==> src/sv/ae_pkg.sv <==
// Shared constants and types for the arithmetic encoder.
// No dependencies; every other file of the block imports this package.
package ae_pkg;

	// interval and probability precision
	localparam int PRECISION   = 32;
	localparam int PROB_BITS   = 16;
	// bytes kept per item, further bytes are dropped
	localparam int MAX_RESULTS = 10;

	// multiplier digit width and digit count over a cumulative bound
	localparam int CW     = PROB_BITS + 1;
	localparam int DIGIT  = 4;
	localparam int NDIG   = (CW + DIGIT - 1) / DIGIT;

	localparam int ITER_W = $clog2(PRECISION + 1);
	localparam int RES_W  = $clog2(MAX_RESULTS + 1);

	// one as a PRECISION-bit fraction
	localparam logic [PRECISION:0] ONE_P = {1'b1, {PRECISION{1'b0}}};

	// saturation limits on the 17-bit and 16-bit input bounds
	localparam logic [16:0] CH_MAX = 17'(2 ** PROB_BITS);
	localparam logic [15:0] CL_MAX = 16'(2 ** PROB_BITS - 1);

	// commands to the byte packer
	typedef enum logic [1:0] {
		PK_NONE,
		PK_BIT,
		PK_PAD,
		PK_CLOSE
	} pk_op_t;

	typedef struct packed {
		pk_op_t op;
		logic   bit_val;
		logic   fin;
	} pk_cmd_t;

endpackage

==> src/sv/ae_scaler.sv <==
// Digit-serial scaler: floor(span * c / 2^PROB_BITS) for both symbol bounds.
// Depends on ae_pkg.
module ae_scaler (
	input  logic                      clk,
	input  logic                      arst_n,
	input  logic                      start,
	input  logic [ae_pkg::PRECISION:0] span,
	input  logic [ae_pkg::CW-1:0]     c_low,
	input  logic [ae_pkg::CW-1:0]     c_high,
	output logic                      done,
	output logic [ae_pkg::PRECISION:0] s_low,
	output logic [ae_pkg::PRECISION:0] s_high
);
	import ae_pkg::*;

	localparam int DW    = NDIG * DIGIT;
	localparam int ACC_W = PRECISION + 1 + DW;
	localparam int PW    = PRECISION + 1 + DIGIT;
	localparam int CNT_W = $clog2(NDIG + 1);

	logic [PRECISION:0] span_q;
	logic [DW-1:0]      dl_q, dh_q;
	logic [ACC_W-1:0]   acc_l_q, acc_h_q;
	logic [CNT_W-1:0]   cnt_q;
	logic               busy_q, done_q;

	logic [PW-1:0]      prod_l, prod_h;
	logic [ACC_W-1:0]   acc_l_n, acc_h_n;

	// one digit of each bound per cycle, most significant first
	always_comb begin
		prod_l  = PW'(span_q) * PW'(dl_q[DW-1 -: DIGIT]);
		prod_h  = PW'(span_q) * PW'(dh_q[DW-1 -: DIGIT]);
		acc_l_n = (acc_l_q << DIGIT) + ACC_W'(prod_l);
		acc_h_n = (acc_h_q << DIGIT) + ACC_W'(prod_h);
	end

	// sequencing
	always_ff @(posedge clk or negedge arst_n) begin
		if (!arst_n) begin
			cnt_q  <= '0;
			busy_q <= 1'b0;
			done_q <= 1'b0;
		end else begin
			done_q <= 1'b0;
			if (start) begin
				cnt_q  <= CNT_W'(NDIG);
				busy_q <= 1'b1;
			end else if (busy_q) begin
				cnt_q <= cnt_q - CNT_W'(1);
				if (cnt_q == CNT_W'(1)) begin
					busy_q <= 1'b0;
					done_q <= 1'b1;
				end
			end
		end
	end

	// datapath
	always_ff @(posedge clk) begin
		if (start) begin
			span_q  <= span;
			dl_q    <= DW'(c_low);
			dh_q    <= DW'(c_high);
			acc_l_q <= '0;
			acc_h_q <= '0;
		end else if (busy_q) begin
			dl_q    <= dl_q << DIGIT;
			dh_q    <= dh_q << DIGIT;
			acc_l_q <= acc_l_n;
			acc_h_q <= acc_h_n;
		end
	end

	assign done   = done_q;
	assign s_low  = acc_l_q[PROB_BITS +: PRECISION + 1];
	assign s_high = acc_h_q[PROB_BITS +: PRECISION + 1];

endmodule

==> src/sv/ae_pack.sv <==
// Byte packer: gathers code bits, holds one byte back to mark the last of an
// item, and drives the output register. Depends on ae_pkg.
module ae_pack (
	input  logic            clk,
	input  logic            arst_n,
	input  ae_pkg::pk_cmd_t cmd,
	output logic            cmd_ready,
	output logic            byte_valid,
	input  logic            byte_ready,
	output logic [7:0]      out_byte,
	output logic            last_of_run,
	output logic            stream_end
);
	import ae_pkg::*;

	logic [6:0]       gather_q;
	logic [2:0]       count_q;
	logic [7:0]       hold_q;
	logic             hold_vld_q;
	logic [RES_W-1:0] res_q;
	logic [7:0]       out_byte_q;
	logic             last_q, end_q, out_vld_q;

	logic       out_busy, form, keep, move_hold, fire;
	logic [7:0] new_byte;

	// byte formation and stall decision
	always_comb begin
		out_busy = out_vld_q && !byte_ready;
		form     = ((cmd.op == PK_BIT) && (count_q == 3'd7)) ||
		           ((cmd.op == PK_PAD) && (count_q != 3'd0));
		if (cmd.op == PK_BIT)
			new_byte = {gather_q, cmd.bit_val};
		else
			new_byte = 8'({1'b0, gather_q} << (4'd8 - {1'b0, count_q}));
		keep      = res_q < RES_W'(MAX_RESULTS);
		move_hold = hold_vld_q && ((form && keep) || (cmd.op == PK_CLOSE));
		cmd_ready = !(move_hold && out_busy);
		fire      = (cmd.op != PK_NONE) && cmd_ready;
	end

	// control
	always_ff @(posedge clk or negedge arst_n) begin
		if (!arst_n) begin
			gather_q   <= '0;
			count_q    <= '0;
			hold_vld_q <= 1'b0;
			res_q      <= '0;
			out_vld_q  <= 1'b0;
		end else begin
			if (fire && move_hold)
				out_vld_q <= 1'b1;
			else if (out_vld_q && byte_ready)
				out_vld_q <= 1'b0;
			if (fire) begin
				case (cmd.op)
					PK_BIT: begin
						if (count_q == 3'd7) begin
							gather_q <= '0;
							count_q  <= '0;
						end else begin
							gather_q <= {gather_q[5:0], cmd.bit_val};
							count_q  <= count_q + 3'd1;
						end
					end
					PK_PAD: begin
						gather_q <= '0;
						count_q  <= '0;
					end
					PK_CLOSE: begin
						hold_vld_q <= 1'b0;
						res_q      <= '0;
					end
					default: ;
				endcase
				if (form && keep) begin
					hold_vld_q <= 1'b1;
					res_q      <= res_q + RES_W'(1);
				end
			end
		end
	end

	// payload
	always_ff @(posedge clk) begin
		if (fire && form && keep)
			hold_q <= new_byte;
		if (fire && move_hold) begin
			out_byte_q <= hold_q;
			last_q     <= cmd.op == PK_CLOSE;
			end_q      <= (cmd.op == PK_CLOSE) && cmd.fin;
		end
	end

	assign byte_valid  = out_vld_q;
	assign out_byte    = out_byte_q;
	assign last_of_run = last_q;
	assign stream_end  = end_q;

endmodule

==> src/sv/arithmetic_encoder.sv <==
// Arithmetic encoder over a fixed-point interval [low, high).
// Usage:
//  Input channel sym_valid/sym_ready carries one item: cum_low, cum_high,
//  has_symbol, finish. Output channel byte_valid/byte_ready carries code bytes,
//  first bit in the MSB; last_of_run marks the last byte of an item and
//  stream_end the final byte of a finished stream.
//  One item is handled at a time; sym_ready is high only when the sequencer
//  is idle. Closing an item waits until its held byte can enter the output.
//  Steps per item: a symbol item shifts out its renormalisation bits, one
//   per cycle while the packer takes them, then runs the digit-serial scaler
//   (4-bit digits over the bound). finish then shifts out the midpoint bits
//   (at most 33) and pads; an item with neither flag goes straight to close.
//  A byte appears on the output one item-byte later than it is formed, since
//  the packer holds one byte back to mark it; the last one leaves at close.
//  When the receiver stalls, bit emission stops once a new byte is formed while
//  the held byte and the output register are full, and resumes as soon as the output is taken.
//  Reset (arst_n low) returns the interval to [0, 1), empties the packer and
//  drops any byte not yet taken.
// Depends on ae_pkg, ae_scaler and ae_pack.
module arithmetic_encoder (
	input  logic        clk,
	input  logic        arst_n,
	input  logic        sym_valid,
	output logic        sym_ready,
	input  logic [15:0] cum_low,
	input  logic [16:0] cum_high,
	input  logic        has_symbol,
	input  logic        finish,
	output logic        byte_valid,
	input  logic        byte_ready,
	output logic [7:0]  out_byte,
	output logic        last_of_run,
	output logic        stream_end
);
	import ae_pkg::*;

	typedef enum logic [2:0] {
		S_IDLE,
		S_RENORM,
		S_MUL,
		S_FIN_LOAD,
		S_FIN_SHIFT,
		S_CLOSE
	} state_t;

	state_t              state_q;
	logic [PRECISION-1:0] low_q;
	logic [PRECISION:0]  high_q;
	logic [PRECISION:0]  m_q;
	logic [ITER_W-1:0]   iter_q;
	logic [CW-1:0]       cl_q, ch_q;
	logic                fin_q;

	logic [16:0]         ch_sat, cl_clamp;
	logic [15:0]         cl_sat;
	logic                renorm_go;
	logic [PRECISION:0]  span;
	logic                sc_start, sc_done;
	logic [PRECISION:0]  sc_low, sc_high;
	pk_cmd_t             pk_cmd;
	logic                pk_ready;
	logic                accept;

	// bound saturation on the incoming item
	always_comb begin
		ch_sat   = (cum_high > CH_MAX) ? CH_MAX : cum_high;
		cl_sat   = (cum_low > CL_MAX) ? CL_MAX : cum_low;
		cl_clamp = ({1'b0, cl_sat} > ch_sat) ? ch_sat : {1'b0, cl_sat};
	end

	assign sym_ready = state_q == S_IDLE;
	assign accept    = sym_valid && sym_ready;

	// renormalisation test and span for the scaler
	always_comb begin
		renorm_go = !high_q[PRECISION] && (low_q[PRECISION-1] == high_q[PRECISION-1]) &&
		            (iter_q < ITER_W'(PRECISION));
		span      = high_q - {1'b0, low_q};
		sc_start  = (state_q == S_RENORM) && !renorm_go;
	end

	// packer command
	always_comb begin
		pk_cmd.op      = PK_NONE;
		pk_cmd.bit_val = 1'b0;
		pk_cmd.fin     = fin_q;
		case (state_q)
			S_RENORM: begin
				if (renorm_go) begin
					pk_cmd.op      = PK_BIT;
					pk_cmd.bit_val = low_q[PRECISION-1];
				end
			end
			S_FIN_SHIFT: begin
				if (m_q != '0) begin
					pk_cmd.op      = PK_BIT;
					pk_cmd.bit_val = m_q[PRECISION];
				end else begin
					pk_cmd.op = PK_PAD;
				end
			end
			S_CLOSE: pk_cmd.op = PK_CLOSE;
			default: ;
		endcase
	end

	// sequencer and interval registers
	always_ff @(posedge clk or negedge arst_n) begin
		if (!arst_n) begin
			state_q <= S_IDLE;
			low_q   <= '0;
			high_q  <= ONE_P;
			iter_q  <= '0;
			fin_q   <= 1'b0;
		end else begin
			case (state_q)
				S_IDLE: begin
					if (accept) begin
						fin_q  <= finish;
						iter_q <= '0;
						if (has_symbol)
							state_q <= S_RENORM;
						else if (finish)
							state_q <= S_FIN_LOAD;
						else
							state_q <= S_CLOSE;
					end
				end
				S_RENORM: begin
					if (renorm_go) begin
						if (pk_ready) begin
							low_q  <= {low_q[PRECISION-2:0], 1'b0};
							high_q <= {1'b0, high_q[PRECISION-2:0], 1'b0};
							iter_q <= iter_q + ITER_W'(1);
						end
					end else begin
						state_q <= S_MUL;
					end
				end
				S_MUL: begin
					if (sc_done) begin
						high_q  <= {1'b0, low_q} + sc_high;
						low_q   <= PRECISION'({1'b0, low_q} + sc_low);
						state_q <= fin_q ? S_FIN_LOAD : S_CLOSE;
					end
				end
				S_FIN_LOAD: state_q <= S_FIN_SHIFT;
				S_FIN_SHIFT: begin
					if (pk_ready && (m_q == '0))
						state_q <= S_CLOSE;
				end
				S_CLOSE: begin
					if (pk_ready) begin
						if (fin_q) begin
							low_q  <= '0;
							high_q <= ONE_P;
						end
						state_q <= S_IDLE;
					end
				end
				default: state_q <= S_IDLE;
			endcase
		end
	end

	// item payload and midpoint shift register
	always_ff @(posedge clk) begin
		if (accept) begin
			cl_q <= cl_clamp[CW-1:0];
			ch_q <= ch_sat[CW-1:0];
		end
		if (state_q == S_FIN_LOAD)
			m_q <= {1'b0, low_q} + high_q;
		else if ((state_q == S_FIN_SHIFT) && (m_q != '0) && pk_ready)
			m_q <= m_q << 1;
	end

	ae_scaler u_scaler (
		.clk    (clk),
		.arst_n (arst_n),
		.start  (sc_start),
		.span   (span),
		.c_low  (cl_q),
		.c_high (ch_q),
		.done   (sc_done),
		.s_low  (sc_low),
		.s_high (sc_high)
	);

	ae_pack u_pack (
		.clk         (clk),
		.arst_n      (arst_n),
		.cmd         (pk_cmd),
		.cmd_ready   (pk_ready),
		.byte_valid  (byte_valid),
		.byte_ready  (byte_ready),
		.out_byte    (out_byte),
		.last_of_run (last_of_run),
		.stream_end  (stream_end)
	);

	// checks
	a_end_is_last: assert property (@(posedge clk) disable iff (!arst_n)
		byte_valid && stream_end |-> last_of_run)
		else $error("stream_end without last_of_run");

	a_interval_order: assert property (@(posedge clk) disable iff (!arst_n)
		({1'b0, low_q} <= high_q) && (high_q <= ONE_P))
		else $error("interval bounds out of order");

	a_finish_resets: assert property (@(posedge clk) disable iff (!arst_n)
		(state_q == S_CLOSE) && pk_ready && fin_q |=> (low_q == '0) && (high_q == ONE_P))
		else $error("interval not reset after finish");

	a_renorm_bound: assert property (@(posedge clk) disable iff (!arst_n)
		iter_q <= ITER_W'(PRECISION))
		else $error("renormalisation ran past the precision");

endmodule

==> config.mk <==
export PLATFORM = sky130hd
export DESIGN_NAME = arithmetic_encoder
export DESIGN_NICKNAME = d
export VERILOG_FILES = /design/src/sv/ae_pkg.sv /design/src/sv/ae_scaler.sv /design/src/sv/ae_pack.sv /design/src/sv/arithmetic_encoder.sv
export SDC_FILE = /design/constraint.sdc
export NUM_CORES = 2
export LEC_CHECK = 0
export BUFFER_PORTS_ARGS = -buffer_cell sky130_fd_sc_hd__buf_2
export CORE_AREA = 5 5 245 247
export CTS_CLUSTER_SIZE = 10
export DETAILED_ROUTE_END_ITERATION = 10
export DIE_AREA = 0 0 250 252
export GPL_ROUTABILITY_DRIVEN = 0
export HOLD_SLACK_MARGIN = 0.06
export PLACE_DENSITY = 0.71
export SETUP_SLACK_MARGIN = 0.15
export SLEW_MARGIN = 20
export SYNTH_ARGS = -nofsm -noshare
export SYNTH_HDL_FRONTEND = slang
export SYNTH_SLANG_ARGS = --single-unit
==> constraint.sdc <==
create_clock -name clk -period 8.7 [get_ports clk]
set_input_delay 1.74 -clock clk [delete_from_list [all_inputs] [get_ports clk]]
set_output_delay 1.74 -clock clk [all_outputs]
set_load 0.01 [all_outputs]
==> impl_results.md <==
- Port Buffers: 50
- Ys flop type: edfxtp_1
- Vias in the first global route: 23800
- Cells after synthesis: 3546
- Crit Path Class: reg -> reg
- Routed vias/inst: 5.76
- Final setup vio count: 0
- Max Cap Violations: 0
- Setup TNS: 0 ps
- Slew HR: 0.353
- Unique masters post-synth: 88
- First-pass GRT wire length: 129000 um
- Startpoint types: register
- Starting Density: 0.546
- Worst min path class: reg -> reg
- WP buf/inv: 2
- CP endpoint kind: register
- Clock latency on the worst-skew pair: 600 ps
- Fraction of layout cells with a size suffix above 1: 0.0549
- Syn-to-layout area delta: 7.55%
- Ys async rst share: 0.274
- Critical path required time: 9200 ps
- CP max stage delay: 950 ps
- Core area: 57400 um2
- Mean Syn Cell Area: 8.84 um2
- First-pass DRT Iterations: 6
- CTS Buf Count: 45
- Skew final: 31.3 ps
- Mapped Area: 31300 um2
- Critical path's slowest cell: dfxtp_1
- Synth Register Bits: 351
- Initial antenna violation count: 0
- Largest net degree at the start of global routing: 65
- Tot GR Track Use: 0.247
- Clk slew on worst S/H paths: 60 ps
- Crit path DAT: 6560 ps
- Area share of the largest cell type after synthesis: 0.146
- Actual slew at the worst max-slew pin: 967 ps
- FMAX: 165 MHz
- WHS: 416 ps
- Commonest non-fill, non-tap cell in the layout: inv_1
- Total congestion overflow: 0
- Yosys warnings: 0
- Initial drt markers: 2248
- Cells along the critical path: and2_1 > fa_1 > fa_1 > inv_1 > fa_1 > inv_1 > ha_1 > a211oi_1 > o211ai_1 > nand2_1 > o21ai_1 > a41oi_1 > o21ai_0 > o21ai_0 > o21ai_1 > or3b_1 > a32o_1
- Root Driver: clkbuf_16
- DR WL/cell: 18.4 um
- Post-synth EDFFs: 152
- DP HPWL: 61000 um
- Final clock period utilization by the worst path: 0.697
- Outcome: finished clean
- ANT nets after route: 0
- DRC viols: 0
- Final Hold Violating Endpoints: 0
- Sequential area share after synthesis: 0.288
- CTS sink cnt: 351
- Post-DP Area: 32300 um2
- # diodes: 0
- Vias: 25000
- Max clock buf depth: 3
- Max FO, Critical Path: 34
- Ranking of synthesized cells by area: edfxtp_1 15%, fa_1 12%, ha_1 9.8%
- Most frequent CP cell: fa_1
- Layout Nets: 4006
- Die area: 63000 um2
- Row Count: 88
- Die Wd: 250 um
- Finished Cell Area: 33700 um2
- Die Height: 252 um
- H-tree Lvls: 2
- Leading area contributor after synthesis: edfxtp_1
- Most frequent cells in the layout: 413 x inv_1, 328 x nand2_1, 253 x and2_1, 245 x ha_1, 240 x nor2_1
- I/O pin total: 51
- Syn nets: 4022
- CTS Hold Buffers Added: 0
- Kind of cell adding the most delay to the critical path: compound AO/OA/AOI/OAI gates
- Max-slew violations: 0
- Post-CTS sizing: 0
- Post-CTS setup buffers: 0
- Minimum clock period: 6060 ps
- RSZ-0062 raised after global routing: false
- DRT Wirelength: 79700 um
- TritonCTS clock tree: yes
==> routing by layer <==
| metal | vias to the layer above | global-route usage | part of all wire |
|---|---|---|---|
| met3 | 131 | 0.0260 | 0.045 |
| li1 | 12100 | - | - |
| met5 | - | 0 | 0 |
| met2 | 683 | 0.423 | 0.49 |
| met1 | 12100 | 0.332 | 0.43 |
| met4 | 0 | 0.0814 | 0.036 |
==> worst register-to-register path, stage by stage, from the launching register on <==
cell and delay (ps):
dfxtp_1 950, and2_1 260, fa_1 450, fa_1 560, inv_1 50, fa_1 570, inv_1 60, ha_1 310
a211oi_1 430, o211ai_1 200, nand2_1 140, o21ai_1 170, a41oi_1 530, o21ai_0 280, o21ai_0 200, o21ai_1 170
or3b_1 400, a32o_1 260
==> flip-flops by register name, summed over array words and instances (netlist names), 3 cells and up <==
name / count
u_scaler.acc_h_q: 49
u_scaler.acc_l_q: 48
high_q: 33
m_q: 33
u_scaler.span_q: 33
low_q: 32
u_scaler.dh_q: 20
u_scaler.dl_q: 20
ch_q: 17
cl_q: 17
u_pack.hold_q: 8
u_pack.out_byte: 8
u_pack.gather_q: 7
iter_q: 6
u_pack.res_q: 4
state_q: 3
u_pack.count_q: 3
u_scaler.cnt_q: 3
==> cell families after synthesis <==
family / after synthesis / share of synthesized area
buf+inv: 558 / 0.0670
fa+ha+maj: 437 / 0.220
other cells: 1 / 0.000120
compound gates: 806 / 0.165
flops: 351 / 0.288
mux: 90 / 0.0305
simple gates: 1109 / 0.175
xor+xnor: 194 / 0.0542
==> cells in the mapped netlist (7+ instances only) <==
cell type and instances:
inv_1 413, nand2_1 329, and2_1 255, ha_1 245, nor2_1 240, a21oi_1 234, fa_1 192, o21ai_0 189
edfxtp_1 152, xnor2_1 132, clkbuf_1 128, dfxtp_1 103, dfrtp_1 95, a21o_1 74, mux2i_1 64, xor2_1 62
nand3_1 50, a221oi_1 46, and3_1 41, nor3_1 39, nor2b_1 38, a211oi_1 34, nand4_1 29, o21bai_1 28
o21a_1 27, mux2_2 24, a31oi_1 21, nand2b_1 20, nor4_1 17, o211ai_1 14, o22ai_1 13, o31ai_1 12
or3_1 12, o41ai_1 9, a22o_1 8, and4_1 8, nor3b_1 8, o21ai_1 8, a2111oi_0 7, a211o_1 7
a21boi_0 7, a31o_2 7, buf_1 7, o221ai_1 7
==> through the flow <==
stage | util | instances | setup WS (ps)
6_report | 0.588 | 4332 | 2640
3_5_place_dp | 0.563 | 4248 | 2670
4_1_cts | 0.588 | 4332 | 2650
3_3_place_gp | 0.563 | 4248 | 2810
5_1_grt | 0.588 | 4332 | 2340
2_1_floorplan | - | 3546 | 2640
==> final timing paths <==
check / from / end / slack (ps) / cells past startpoint
setup / recovery: u_scaler.dl_q[17] / u_scaler.acc_l_q[44] / 2640 / 17
hold / removal: u_pack.hold_q[2] / u_pack.out_byte[2] / 420 / 0
hold reg to reg: u_pack.hold_q[2] / u_pack.out_byte[2] / 420 / 0
min in group asynchronous: arst_n / u_pack.gather_q[1] / 1070 / 1
setup reg to reg: u_scaler.dl_q[17] / u_scaler.acc_l_q[44] / 2640 / 17
max in group asynchronous: arst_n / low_q[0] / 6360 / 2
==> cell type report <==
cell class | count | area, um2
fill | 5034 | 23700
multi-input combinational | 2637 | 20300
sequential | 351 | 9030
inverter | 418 | 1570
clock buffer | 73 | 1260
tap | 765 | 957
timing repair buffer | 77 | 455
clock inverter | 11 | 173
Power is left out: the tool's default activity adds up to more than one toggle a clock period on the data nets, which glitch-free logic cannot reach.
